`config.mk`:
```
export PLATFORM = sky130hd
export DESIGN_NAME = cbez_seq
export DESIGN_NICKNAME = d
export VERILOG_FILES = /design/src/rtl/core/cbez_pkg.sv /design/src/rtl/core/cbez_seq.sv
export SDC_FILE = /design/constraint.sdc
export NUM_CORES = 2
export LEC_CHECK = 0
export BUFFER_PORTS_ARGS = -buffer_cell sky130_fd_sc_hd__buf_2
export CELL_PAD_IN_SITES_DETAIL_PLACEMENT = 1
export CELL_PAD_IN_SITES_GLOBAL_PLACEMENT = 1
export CORE_ASPECT_RATIO = 1.5
export CORE_MARGIN = 1
export CORE_UTILIZATION = 40
export DETAILED_ROUTE_END_ITERATION = 8
export PLACE_DENSITY = 0.83
export SLEW_MARGIN = 15
export SYNTH_ARGS = -nofsm -noshare
export SYNTH_HDL_FRONTEND = slang
export SYNTH_SLANG_ARGS = --single-unit
```
`constraint.sdc`:
```
create_clock -name i_clk -period 9.59 [get_ports i_clk]
set_input_delay 0.4795 -clock i_clk [delete_from_list [all_inputs] [get_ports i_clk]]
set_output_delay 0.4795 -clock i_clk [all_outputs]
set_load 0.005 [all_outputs]
```
`src/rtl/core/cbez_pkg.sv`:
```
// Cubic Bezier point generator package: payload structs, widths, reciprocal scaling.
// No dependencies.
`timescale 1ns / 1ps
package cbez_pkg;

    localparam int COORD_W   = 16;
    localparam int SEG_W     = 6;
    localparam int T_W       = 16;
    localparam int MAX_SEGMENTS = 63;
    // Reciprocal of n as ceil(2^RCP_SHIFT / n); exact for numerators below 2^22
    localparam int RCP_SHIFT = 28;
    localparam int RCP_W     = 29;

    typedef struct packed {
        logic signed [COORD_W-1:0] start_x;
        logic signed [COORD_W-1:0] start_y;
        logic signed [COORD_W-1:0] end_x;
        logic signed [COORD_W-1:0] end_y;
        logic signed [COORD_W-1:0] ctrl_a_x;
        logic signed [COORD_W-1:0] ctrl_a_y;
        logic signed [COORD_W-1:0] ctrl_b_x;
        logic signed [COORD_W-1:0] ctrl_b_y;
        logic [SEG_W-1:0]          segment_count;
    } t_in_item;

    typedef struct packed {
        logic signed [COORD_W-1:0] point_x;
        logic signed [COORD_W-1:0] point_y;
        logic                      last_point;
    } t_out_item;

    // Per-axis power-basis coefficients
    typedef struct packed {
        logic signed [COORD_W-1:0] p0;
        logic signed [COORD_W-1:0] p3;
        logic signed [19:0]        c;
        logic signed [20:0]        b;
        logic signed [19:0]        a;
    } t_coef;

    // Point request flowing down the pipeline
    typedef struct packed {
        logic [T_W-1:0] t;
        logic           is_start;
        logic           is_end;
    } t_pt_req;

endpackage

```
`src/rtl/core/cbez_seq.sv`:
```
// Point sequencer: holds one item, steps the point index, computes t per point.
// Depends on cbez_pkg.
`timescale 1ns / 1ps
module cbez_seq import cbez_pkg::*; (
    input  logic     i_clk,
    input  logic     i_rst_n,
    input  logic     i_valid,
    output logic     o_ready,
    input  t_in_item i_data,
    output logic     o_pt_valid,
    input  logic     i_pt_ready,
    output t_pt_req  o_pt,
    output t_coef    o_cx,
    output t_coef    o_cy
);
    logic             r_busy;
    logic [SEG_W-1:0] r_n;
    logic [SEG_W-1:0] r_i;
    logic [T_W-1:0]   r_t;
    logic [RCP_W-1:0] r_rcp;
    t_coef            r_cx, r_cy;
    logic [RCP_W-1:0] rcp_tab [1 << SEG_W];
    logic [SEG_W-1:0] n_i;
    logic [21:0]      n_num;
    logic [50:0]      n_prod;

    function automatic t_coef mk(input logic signed [15:0] p0, input logic signed [15:0] p1,
                                 input logic signed [15:0] p2, input logic signed [15:0] p3);
        t_coef k;
        logic signed [20:0] e0, e1, e2, e3;
        begin
            e0 = 21'(p0); e1 = 21'(p1); e2 = 21'(p2); e3 = 21'(p3);
            k.p0 = p0;
            k.p3 = p3;
            k.c  = 20'(21'sd3 * (e1 - e0));
            k.b  = 21'sd3 * (e0 - (e1 <<< 1) + e2);
            k.a  = 20'(e3 - e0 + 21'sd3 * (e1 - e2));
            mk = k;
        end
    endfunction

    // Reciprocal table, ceil(2^RCP_SHIFT / n); entry zero is never used
    assign rcp_tab[0] = '0;
    for (genvar g = 1; g < (1 << SEG_W); g++) begin : g_rcp
        localparam logic [RCP_W-1:0] RCP =
            RCP_W'(((64'd1 << RCP_SHIFT) + 64'(g) - 64'd1) / 64'(g));
        assign rcp_tab[g] = RCP;
    end

    // t of the next point: (i*65536 + n/2) / n by reciprocal multiplication
    assign n_i    = r_i + 1'b1;
    assign n_num  = {n_i, 16'h0} + {16'h0, r_n >> 1};
    assign n_prod = n_num * r_rcp;

    assign o_ready    = !r_busy;
    assign o_pt_valid = r_busy;
    assign o_pt = '{t: r_t, is_start: (r_i == '0), is_end: (r_i == r_n)};
    assign o_cx = r_cx;
    assign o_cy = r_cy;

    // Latch the item, then advance one point per beat
    always_ff @(posedge i_clk) begin
        if (!i_rst_n) begin
            r_busy <= 1'b0;
            r_i    <= '0;
            r_n    <= '0;
            r_t    <= '0;
            r_rcp  <= '0;
        end else if (!r_busy) begin
            if (i_valid && i_data.segment_count != '0) begin
                r_busy <= 1'b1;
                r_i    <= '0;
                r_n    <= i_data.segment_count;
                r_t    <= '0;
                r_rcp  <= rcp_tab[i_data.segment_count];
            end
        end else if (i_pt_ready) begin
            if (r_i == r_n) begin
                r_busy <= 1'b0;
            end
            r_i <= n_i;
            r_t <= n_prod[RCP_SHIFT +: T_W];
        end
    end

    always_ff @(posedge i_clk) begin
        if (!r_busy && i_valid) begin
            r_cx <= mk(i_data.start_x, i_data.ctrl_a_x, i_data.ctrl_b_x, i_data.end_x);
            r_cy <= mk(i_data.start_y, i_data.ctrl_a_y, i_data.ctrl_b_y, i_data.end_y);
        end
    end
endmodule

```
# After elaboration in Yosys (flattened, before gate mapping)
# Memories as Yosys holds them, arrays and structs flattened. A register that Yosys moved wholly into a read port is not among the register bits.
# Index checks and enable logic that the tools add are counted.
[totals]
register_bits = 215
n_memories = 1
inputBits = 138
wordCells = 59
rom_bits = 1856
output_inout_bits = 206
[mem_list]
columns = ["memory", "words", "word_bits", "rd", "rd_ports_with_merged_regs", "write_ports", "line_no", "source"]
rows = [
  ["(no name shown)", 64, 29, 1, 1, 0, "cbez_seq.sv:75", "r_rcp <= rcp_tab[i_data.segment_count];"],
]
[op_classes]
bitwise = 2
muxes = 10
n_reduce_logical = 9
n_eq_ne = 2
n_addsub = 14
mul = 7
[ops]
columns = ["operator", "n"]
rows = [
  ["$sub 16x16->17", 6],
  ["$mul 3x17->20 const A", 4],
  ["$mux 16", 3],
  ["$mul 22x29->44", 1],
  ["$mul 3x19->21 const A", 2],
  ["$add 17x20->20", 2],
  ["$add 18x16->19", 2],
  ["$sub 16x17->18", 2],
  ["$add 22x5->22", 1],
  ["$mux 6", 3],
  ["$not 6->7", 1],
  ["$add 6x1->6 const B", 1],
  ["$eq 6x6->1", 1],
  ["$logic_not 6->1", 1],
  ["$reduce_bool 6->1", 1],
  ["$mux 1", 4],
  ["$reduce_and 2->1", 2],
  ["$logic_and 1x1->1", 2],
  ["$logic_not 1->1", 2],
  ["$ne 2x2->1 const B", 1],
  ["$reduce_bool 2->1", 1],
  ["$not 1->1", 1],
]

# Depth between registers and ports, before layout
[depth]
word_depth = 5
ltp_mapped = 30
ltp_nobuf = 27

# Worst setup path before layout
# OpenSTA, ideal clock, no wires.
[synth_timing]
kind = "in2reg"
startpoint = "input port i_valid"
endpoint = "register r_rcp[19]"
cell_stages = 6
path_slack_ps = 1997
t_arrival_ps = 7518
n_path_buf = 1
setup_time_ps = 76
cell_sequence = "nor2b_1 > clkbuf_1 > nand2_1 > a311oi_1 > a21oi_1 > a21boi_0"
[synth_via]
elab_chain_len = 2
[synth_rtl]
columns = ["element", "line_no", "source"]
rows = [
  ["start: declaration", "cbez_seq.sv:7", "input logic i_valid,"],
  ["$logic_and 1x1->1", "cbez_seq.sv:70", "if (i_valid && i_data.segment_count != '0) begin"],
  ["$reduce_and 2->1 (no line)", "--", ""],
  ["end: declaration", "cbez_seq.sv:20", "logic [RCP_W-1:0] r_rcp;"],
]
# Every way passes these cells.
# A chain may end at the register's enable or synchronous reset.

# Final worst setup path
[layout_timing]
startpoint = "register r_i[0]"
endpoint = "register r_t[9]"
[layout_via]
elab_chain_len = 5
[layout_rtl]
columns = ["element", "line_no", "source"]
rows = [
  ["start: declaration", "cbez_seq.sv:18", "logic [SEG_W-1:0] r_i;"],
  ["start signal: assignment", "cbez_seq.sv:81", "r_i <= n_i;"],
  ["$add 6x1->6", "cbez_seq.sv:51", "assign n_i = r_i + 1'b1;"],
  ["$add 22x5->22", "cbez_seq.sv:52", "assign n_num = {n_i, 16'h0} + {16'h0, r_n >> 1};"],
  ["$mul 22x29->44", "cbez_seq.sv:53", "assign n_prod = n_num * r_rcp;"],
  ["$mux 16", "cbez_seq.sv:77", "end else if (i_pt_ready) begin"],
  ["$mux 16", "cbez_seq.sv:69", "end else if (!r_busy) begin"],
  ["end signal: assignment", "cbez_seq.sv:82", "r_t <= n_prod[RCP_SHIFT +: T_W];"],
  ["end: declaration", "cbez_seq.sv:19", "logic [T_W-1:0] r_t;"],
]
# Every way passes these cells. The select of a mux whose other input is x is not followed.

==> results.yml <==
cts:
  cts_resized: 0
  cts_htree_levels: 1
  path_clk_slew_ps: 70
  cts_max_path_buffers: 3
  clock_sinks: 244
  cts_root_buffer: "clkbuf_16"
  cts_buffers: 28
  insertion_delay_ps: 650
  cts_tree: "done"
synth:
  ys_seq_area_frac: 0.208
  synthArstFlopShare: 0
  yosysWarnings: 0
  synth_cell_types: 88
  ys.flop_type: "edfxtp_1"
  syn-mean-instance-area_sq_um: 9.25
  synth.net_count: 4458
  syn-cell-area_sq_um: 32400
  synthesis.instances: 3503
  synth-edff-count: 186
  ys_seq_elements: 244
hold_path:
  holdPathStages: 1
  hold_start: "i_data[103]"
  min_to: "o_cy[78]$_DFFE_PP_"
  hp-class: "in2reg"
cells_and_area:
  syn2layout_area_growth_pct: 11.9
  stdcell_count: 4841
  num-nets-final: 4733
  fill_cells: 9351
  seq_area_sq_um: 6750
  layout-drive-gt1-share: 0.121
  multi_input_area_sq_um: 23100
routing:
  via_per_inst: 5.50
  drc_errors: 0
  drt_wl_total_mm: 99.9
  drtIter0Drc: 1187
  wl_per_cell_um: 20.6
  ant_nets: 0
  via_count: 26600
  first_pass_iters: 5
setup_path:
  worstSetupStartpointType: "flop"
  crit_slowest_cell: "ha_1"
  critPathKind: "reg2reg"
  crit-reg2reg-launch: "r_i[0]$_SDFFE_PN0P_"
  path_max_fanout: 20
  rr_endpoint: "r_t[9]$_SDFFE_PN0P_"
  critPathCaptureType: "flop"
  worstPathRequired_ps: 10120
  r2r_setup_slack_ps: 1190
  arrival_ps: 8930
  ff2ff_path_depth: 26
  critPathMaxStageDelay_ps: 810
sta:
  timing.setup.tns_ps: 0
  fmax_ghz: 0.119
  relSlewSlack: 0.233
  hold_viol: 0
  rsz0062_at_grt: "no"
  finalMaxSlewViolations: 0
  finalSetupViolCount: 0
  worst_clock_skew_ps: 85.8
  post-route-period-util: 0.875
  period_needed_ps: 8400
  max_slew.worst_pin.slew_ps: 1150
global_route:
  grt_overflow: 0
  grt_first_pass_wirelength_mm: 157
  grt_pass1_vias: 29800
  antenna_found_initial: 14
  gr-usage-all-layers: 0.244
  grt_max_degree: 80
placement:
  gp_congestion: 0.920
  dpl.cell_count: 4774
  io_buffer_count: 343
  dp.final_hpwl_mm: 80.0
floorplan:
  start_util: 0.404
  die_area_sq_um: 82100
  core_area_sq_um: 80100
  rows: 127
  dieHeight_um: 351
  die_x_um: 234
  io_pins: 344
run:
  drv_cap: 0
power:
  ir_drop_mv: 0.200
  power.density_nw_per_um2: 230
  p_leak_nw: 17.6
outcome:
  status: "finished, final reports clean"
[state kept, by name, summed over array words and instances (netlist names)]
name	cells
r_rcp	29
r_n	6
o_cx	93
r_i	6
o_cy	93
r_t	16
o_pt_valid	1
[cell usage after synthesis (all sizes together), types with 6 or more instances]
master,instances,share of area
a21o,38,0.0088
nor4,8,0.0017
dfxtp,58,0.036
o21a,39,0.0090
xnor2,142,0.038
ha,506,0.20
a211o,6,0.0016
fa,311,0.19
buf,23,0.0030
o21ai,142,0.022
o311ai,9,0.0024
nand2,337,0.039
xor2,59,0.016
or3,19,0.0037
nand2b,28,0.0054
a21boi,31,0.0072
and3,14,0.0027
nand3,56,0.0087
o21bai,16,0.0038
o31ai,15,0.0036
clkbuf,101,0.012
mux2i,9,0.0028
nand4,15,0.0029
a211oi,28,0.0065
a21oi,180,0.029
nor2b,61,0.012
a31oi,20,0.0043
o211a,6,0.0019
inv,546,0.063
a41oi,9,0.0029
and2,120,0.023
nor3,69,0.011
nor2,169,0.020
a221oi,12,0.0034
a311oi,11,0.0030
or2,9,0.0017
o211ai,18,0.0042
edfxtp,186,0.17
o22ai,8,0.0017
[per-layer routing]
layer / routed length [um] / track usage
met1: 35400 / 0.249
met2: 54000 / 0.468
met3: 4990 / 0.0406
met4: 5520 / 0.126
met5: 65 / 0
[through the flow]
stage | power, mW | hold slack (ps) | utilization | cell area (sq um) | worst slack, ps
after global placement | 6.78 | 432 | 0.438 | 35100 | 1560
after floorplan | 5.53 | 442 | - | 32400 | 2000
after detailed placement | 7.01 | 439 | 0.438 | 35100 | 1270
final | 8.33 | 18.2 | 0.452 | 36200 | 1190
after global routing | 8.97 | 3.40 | 0.452 | 36200 | 796
after CTS | 8.38 | 0.823 | 0.452 | 36200 | 1220
[area by class of cell]
cell class	instances	share of cell area
inverters	548	0.0568
flip-flops and latches	244	0.186
well taps	1032	0.0356
clock buffers	38	0.0231
multi-input cells	2587	0.639
repair buffers	369	0.0532
clock inverters	13	0.00553
diodes	10	0.000691
[layout by cell type, fill, tap and decap left out, types with 20 or more instances in the layout]
cell and instances:
inv_1 545, ha_1 506, buf_2 343, nand2_1 337, fa_1 311, edfxtp_1 186, a21oi_1 170, nor2_1 169
xnor2_1 140, and2_1 120, o21ai_0 103, nor3_1 69, nor2b_1 59, xor2_1 58, nand3_1 56, dfxtp_1 55
o21a_1 39, a21o_1 38, o21ai_1 38, clkbuf_16 32, nand2b_1 28, a211oi_1 28, a21boi_0 24, buf_4 20
[worst max-delay path by stage]
stage,startpoint,to,slack [ps],cells past startpoint
2_1_floorplan,i_valid,r_rcp[19]$_SDFFE_PN0P_,2000,6
3_3_place_gp,r_i[0]$_SDFFE_PN0P_,r_t[13]$_SDFFE_PN0P_,1560,26
3_5_place_dp,r_i[0]$_SDFFE_PN0P_,r_t[13]$_SDFFE_PN0P_,1270,26
4_1_cts,r_i[0]$_SDFFE_PN0P_,r_t[9]$_SDFFE_PN0P_,1220,26
5_1_grt,r_i[0]$_SDFFE_PN0P_,r_t[9]$_SDFFE_PN0P_,800,26
6_report,r_i[0]$_SDFFE_PN0P_,r_t[9]$_SDFFE_PN0P_,1190,26
[worst max-delay path, delay by kind of cell (launching register included)]
family,cells,cell delay (ps)
and+or+nand+nor,3,430
DFF,1,680
buffers and inverters,7,1050
muxes,1,280
adders and majority gates,9,4560
AOI/OAI and AO/OA,6,1290
[logic make-up (layout without fill, tap and decap cells)]
logic type | count (synthesis) | in the layout | share of synthesized area
AOI/OAI and AO/OA | 636 | 636 | 0.131
DFF | 244 | 244 | 0.208
xor gates and xnor gates | 201 | 201 | 0.0544
buffers and inverters | 672 | 968 | 0.0782
adders and majority gates | 817 | 817 | 0.388
other | 0 | 10 | 0
and+or+nand+nor | 921 | 921 | 0.135
muxes | 12 | 12 | 0.00487
[repair_timing]
item,4_1_cts,5_1_grt
buffers inserted,0,0
hold buffers,6,0
endpoints found under the hold margin,6,0
[power by group]
| part | total [mW] | switching, mW | internal, mW |
|---|---|---|---|
| Clock | 1.23 | 0.512 | 0.722 |
| Combinational | 5.22 | 2.99 | 2.24 |
| Sequential | 1.87 | 0.159 | 1.71 |
| Total | 8.33 | 3.66 | 4.67 |
Power figures use the tool's default switching activity.
